`config.mk`:
```
export PLATFORM = sky130hd
export DESIGN_NAME = p448_front
export DESIGN_NICKNAME = d
export VERILOG_FILES = /design/src/rtl/p448_pkg.sv /design/src/rtl/p448_front.sv
export SDC_FILE = /design/constraint.sdc
export NUM_CORES = 1
export LEC_CHECK = 0
export ABC_AREA = 1
export BUFFER_PORTS_ARGS = -buffer_cell sky130_fd_sc_hd__buf_2
export CAP_MARGIN = 20
export CORE_ASPECT_RATIO = 0.9
export CORE_MARGIN = 2
export CORE_UTILIZATION = 35
export CTS_CLUSTER_DIAMETER = 100
export CTS_CLUSTER_SIZE = 30
export DETAILED_ROUTE_END_ITERATION = 12
export PLACE_DENSITY_LB_ADDON = 0.3
export SLEW_MARGIN = 25
export SYNTH_ARGS = -nofsm -noshare
export SYNTH_HDL_FRONTEND = slang
export SYNTH_SLANG_ARGS = --single-unit
```
`constraint.sdc`:
```
create_clock -name i_clk -period 5.8 [get_ports i_clk]
set_input_delay 1.16 -clock i_clk [delete_from_list [all_inputs] [get_ports i_clk]]
set_output_delay 1.16 -clock i_clk [all_outputs]
set_load 0.1 [all_outputs]
```
`src/rtl/p448_pkg.sv`:
```
// Shared constants and item type for the p448 field multiplier.
package p448_pkg;

    localparam int LIMB_BITS   = 28;
    localparam int HALF_LIMBS  = 8;
    localparam int NUM_LIMBS   = 2 * HALF_LIMBS;
    localparam int IDX_W       = 4;
    localparam int IN_W        = 30;
    localparam int OUT_W       = 29;
    localparam int PROD_W      = 2 * IN_W;
    localparam int ACC_W       = 64;
    localparam int CHAIN_W     = ACC_W - LIMB_BITS;
    localparam int QUEUE_DEPTH = 2;

    localparam logic [IDX_W-1:0] LAST_IDX = IDX_W'(NUM_LIMBS - 1);

    // one loaded limb pair as it travels from front to back
    typedef struct packed {
        logic [IDX_W-1:0] idx;
        logic [IN_W-1:0]  a;
        logic [IN_W-1:0]  b;
        logic             trig;
    } t_item;

endpackage

```
`src/rtl/p448_front.sv`:
```
// Front end: accepts limb pairs, flags the triggering limb, queues items.
module p448_front
    import p448_pkg::*;
#(
    parameter int DEPTH = QUEUE_DEPTH
) (
    input  logic             i_clk,
    input  logic             i_rst_n,
    input  logic             start,
    output logic             busy,
    input  logic [IDX_W-1:0] i_limb_index,
    input  logic [IN_W-1:0]  i_a_limb,
    input  logic [IN_W-1:0]  i_b_limb,
    output logic             o_q_valid,
    output t_item            o_q_item,
    input  logic             i_q_pop
);

    localparam int PTR_W = (DEPTH > 1) ? $clog2(DEPTH) : 1;
    localparam int CNT_W = $clog2(DEPTH + 1);
    localparam logic [PTR_W-1:0] PTR_LAST = PTR_W'(DEPTH - 1);
    localparam logic [CNT_W-1:0] CNT_FULL = CNT_W'(DEPTH);

    t_item            r_q [DEPTH];
    logic [PTR_W-1:0] r_wp, r_rp;
    logic [CNT_W-1:0] r_cnt;
    logic             push, pop;
    t_item            n_item;

    // classify the incoming limb pair
    always_comb begin
        n_item.idx  = i_limb_index;
        n_item.a    = i_a_limb;
        n_item.b    = i_b_limb;
        n_item.trig = (i_limb_index == LAST_IDX);
    end

    assign busy      = (r_cnt == CNT_FULL);
    assign push      = start && !busy;
    assign o_q_valid = (r_cnt != '0);
    assign pop       = i_q_pop && o_q_valid;
    assign o_q_item  = r_q[r_rp];

    // store queued items
    always_ff @(posedge i_clk) begin
        if (push) begin
            r_q[r_wp] <= n_item;
        end
    end

    // advance pointers and fill count
    always_ff @(posedge i_clk) begin
        if (!i_rst_n) begin
            r_wp  <= '0;
            r_rp  <= '0;
            r_cnt <= '0;
        end else begin
            if (push) begin
                r_wp <= (r_wp == PTR_LAST) ? '0 : r_wp + 1'b1;
            end
            if (pop) begin
                r_rp <= (r_rp == PTR_LAST) ? '0 : r_rp + 1'b1;
            end
            r_cnt <= r_cnt + CNT_W'(push) - CNT_W'(pop);
        end
    end

endmodule

```
## After elaboration in Yosys (flattened, before gate mapping)

Memory sizes are Yosys's and may differ from the RTL's. A register that Yosys moved wholly into a read port is not among the register bits.
Index checks and enable logic that the tools add are counted.

- Add/sub/neg operators: 4
- Reductions and logical operators: 4
- Equality and inequality tests: 2
- Mux-type cells: 6

Operators by type and width:

| kind | number |
|---|---|
| 2-to-1 mux 1 bit | 6 |
| equality test 4 bit, second input constant | 1 |
| adder 1 bit, second input constant | 2 |
| adder 2 x 1 -> 2 bit | 1 |
| equality test 2 bit, second input constant | 1 |
| logical AND 1 bit | 2 |
| nonzero test 2 bit | 1 |
| subtractor 2 x 1 -> 2 bit | 1 |
| logical NOT 1 bit | 1 |

- Memories: 1
- Register bits: 4
- RAM bits: 130
- Word-level logic and storage cells: 20

Memories:

| memory | depth | bits a word | rd ports | clocked after memory_dff | write ports | RTL line | text |
|---|---|---|---|---|---|---|---|
| r_q | 2 | 65 | 1 | 1 | 1 | p448_front.sv:24 | `t_item r_q [DEPTH];` |

## Depth between registers and ports, before layout

- Depth after elaboration: 5
- Gate-level depth with buffers: 11

## Worst setup path after synthesis

No wires, ideal clock.

- Kind: input to register
- Start point: input port start
- End point: memory r_q[0][0] in the netlist's numbering, enable pin
- Required time: 5312 ps
- Path slack: 1366 ps
- Arrival: 3946 ps
- Setup time: 488 ps
- Cell stages on the path: 2
- Cells stage by stage: nand2_1 nor2_1

- Cells in the longest elaborated chain, start to end: 3

Ends and longest elaborated chain:

| what | RTL line | text |
|---|---|---|
| from (decl) | p448_front.sv:9 | `input logic start,` |
| logical AND 1 bit | p448_front.sv:39 | `assign push = start && !busy;` |
| 2-to-1 mux 1 bit | p448_front.sv:46 | `if (push) begin` |
| 2-to-1 mux 1 bit (not written as such) | p448_front.sv:47 | `r_q[r_wp] <= n_item;` |
| to (decl) | p448_front.sv:24 |  |

No other way between the ends.

==> impl_metrics.json <==
{
  "synth_top_family_by_area": "multiplexers",
  "synth_edf_count": 130,
  "slowest_stage": "dfxtp_4",
  "place_hpwl_um": 5870,
  "maxSlewViolCount": 0,
  "synth_area_leaders": "edfxtp_1, mux2_4, mux2_2, dfxtp_1, buf_6",
  "ys_seq_area_share_pct": 77.7,
  "antenna_cells": 0,
  "relSlewSlack_pct": 35.6,
  "setup_violations": 0,
  "path_clk_slew_ns": 0.05,
  "synth_largest_area_cell": "edfxtp_1",
  "place.gp.congestion": 0.713,
  "numCtsBuffers": 17,
  "fin_skew_ns": 0.00841,
  "syn_to_final_growth_pct": 29.5,
  "cp-start-kind": "register",
  "syn_nets": 313,
  "min_path_type": "reg2reg",
  "drtIter0Drc": 149,
  "synth_most_common_cell": "edfxtp_1",
  "ys_async_sr_fraction_pct": 0,
  "status": "complete, no violations",
  "die_w_um": 132,
  "cp_top_family": "flip-flops",
  "port_buffers": 134,
  "clock_sink_count": 135,
  "dr.pass1.iters": 4,
  "ant_nets": 0,
  "hold_viol": 0,
  "wl_per_cell_um": 15.1,
  "critPathKind": "reg2out",
  "cts_resized": 0,
  "drive_gt1_share_pct": 57.5,
  "crit_path_max_incr_delay_ns": 0.58,
  "synth_top_cell_area_share_pct": 75.7,
  "synth_fa_ha_area_share_pct": 0.485,
  "grt_pass1_vias": 2736,
  "antenna_found_initial": 0,
  "cts_tree": "built",
  "vias": 2604,
  "cp.arrival_ns": 1.93,
  "dieArea_sq_mm": 0.0157,
  "rows": 42,
  "fmax_mhz": 324,
  "h-tree-depth": 4,
  "fin_crit_ns": 3.09,
  "rsz0062_at_grt": "false",
  "nFillCells": 1306,
  "ys_seq_elements": 135,
  "synth-main-ff-cell": "edfxtp_1",
  "hold_buffers": 0,
  "syn_area_per_cell_sq_um": 21.2,
  "initial_core_util_pct": 35.4,
  "viasPerCell": 4.32,
  "cp_max_fo": 25,
  "grt_pass1_wl_um": 14100,
  "wirelength_um": 9090,
  "drc": 0,
  "grt_usage_pct": 12.1,
  "clock-root-buffer": "clkbuf_16",
  "synth-simple-area-share_pct": 1.75,
  "yosysWarnings": 0,
  "syn_inst": 243,
  "critPathRequiredTime_ns": 4.64,
  "multi_input_area_sq_mm": 0.00105,
  "synth-xor-area-share_pct": 0,
  "die_h_um": 119,
  "synth-compound-area-share_pct": 0.194,
  "fin_nets": 463,
  "maxCapViolations": 0,
  "finalCritPeriodShare_pct": 53.3,
  "fin_tns_setup_ns": 0,
  "post_dp_cell_area_sq_mm": 0.00607,
  "ios": 135,
  "ctsLongestPathBuffers": 2,
  "synth_common_cells": "edfxtp_1, mux2_4, mux2_2, nand2_1",
  "synth.mux.area_fraction_pct": 17.8,
  "register_area_sq_mm": 0.00401,
  "synthDistinctLibCells": 12,
  "crit_buf_inv": 2,
  "grt_max_degree": 35,
  "clock_latency_ns": 0.41,
  "crit_path_end_kind": "primary output",
  "coreArea_sq_mm": 0.0146,
  "overflow": 0,
  "syn_area_sq_mm": 0.00515,
  "timing.critical_path.cells": "buf_12 > mux2_2 > buf_2",
  "cts_setup_buffers": 0,
  "worstMarginPinSlew_ns": 0.964,
  "final_cell_area_sq_mm": 0.00668
}
[registers in the layout, indices dropped and copies added, names as in the netlist, named ones only]
name / count
r_wp: 1
r_cnt: 2
r_rp: 1
r_q: 130
[cells by family after synthesis]
family / Yosys count
AOI/OAI and AO/OA: 2
and+or+nand+nor: 23
buffers and inverters: 16
muxes: 65
DFF: 135
adders and majority gates: 2
[metrics by stage]
| step | hold WS, ns | cells | util (%) | worst slack, ns |
|---|---|---|---|---|
| 6_report | 0.523 | 603 | 45.9 | 2.71 |
| 3_5_place_dp | 0.520 | 572 | 41.7 | 2.65 |
| 3_3_place_gp | 0.494 | 570 | 41.4 | 2.68 |
| 5_1_grt | 0.569 | 603 | 45.9 | 2.63 |
| 4_1_cts | 0.533 | 603 | 45.9 | 2.67 |
| 2_1_floorplan | 0.467 | 243 | - | 1.37 |
[area by class of cell]
type                       count  share of cell area, %
sequential                   135                   60.0
clock buffer                  18                   6.43
inverter                       9                  0.506
timing repair buffer         138                   10.9
clock inverter                13                   2.70
multi-input combinational     92                   15.8
tap                          198                   3.71
[placed cells by master, fill, tap and decap left out, drive strengths merged]
cell type,netlist,routed
buf,7,138
ha,2,2
bufinv,0,4
nand3,3,3
edfxtp,130,130
a21oi,2,2
inv,9,10
nand2,11,11
clkinv,0,5
nor2,9,9
mux2,65,65
clkinvlp,0,3
dfxtp,5,5
clkbuf,0,18
[worst min-delay path, delay by kind of cell, from the launching register on]
kind,cells,cell delay (ns)
flip-flops,1,0.33
AND/OR/NAND/NOR,2,0.15
[worst paths after layout]
| path | from | end | slack, ns | cells past startpoint |
|---|---|---|---|---|
| worst max-delay path | register | o_q_item[55] | 2.71 | 3 |
| worst min-delay path | r_rp$_SDFFE_PN0P_ | register | 0.52 | 2 |
| worst max register to register | r_cnt[0]$_SDFF_PN0_ | r_q[0][32]$_DFFE_PP_ | 3.41 | 5 |
| worst min register to register | r_rp$_SDFFE_PN0P_ | register | 0.52 | 2 |
[layer usage]
layer,vias to the layer above,track usage (%),wire length [um]
li1,1227,-,-
met1,1274,15.6,4170
met2,91,17.8,4110
met3,12,5.11,665
met4,0,5.30,144
met5,-,0,0
Power is not shown: default switching activity piles up to over one toggle a cycle in this logic, so the estimate is an artifact.
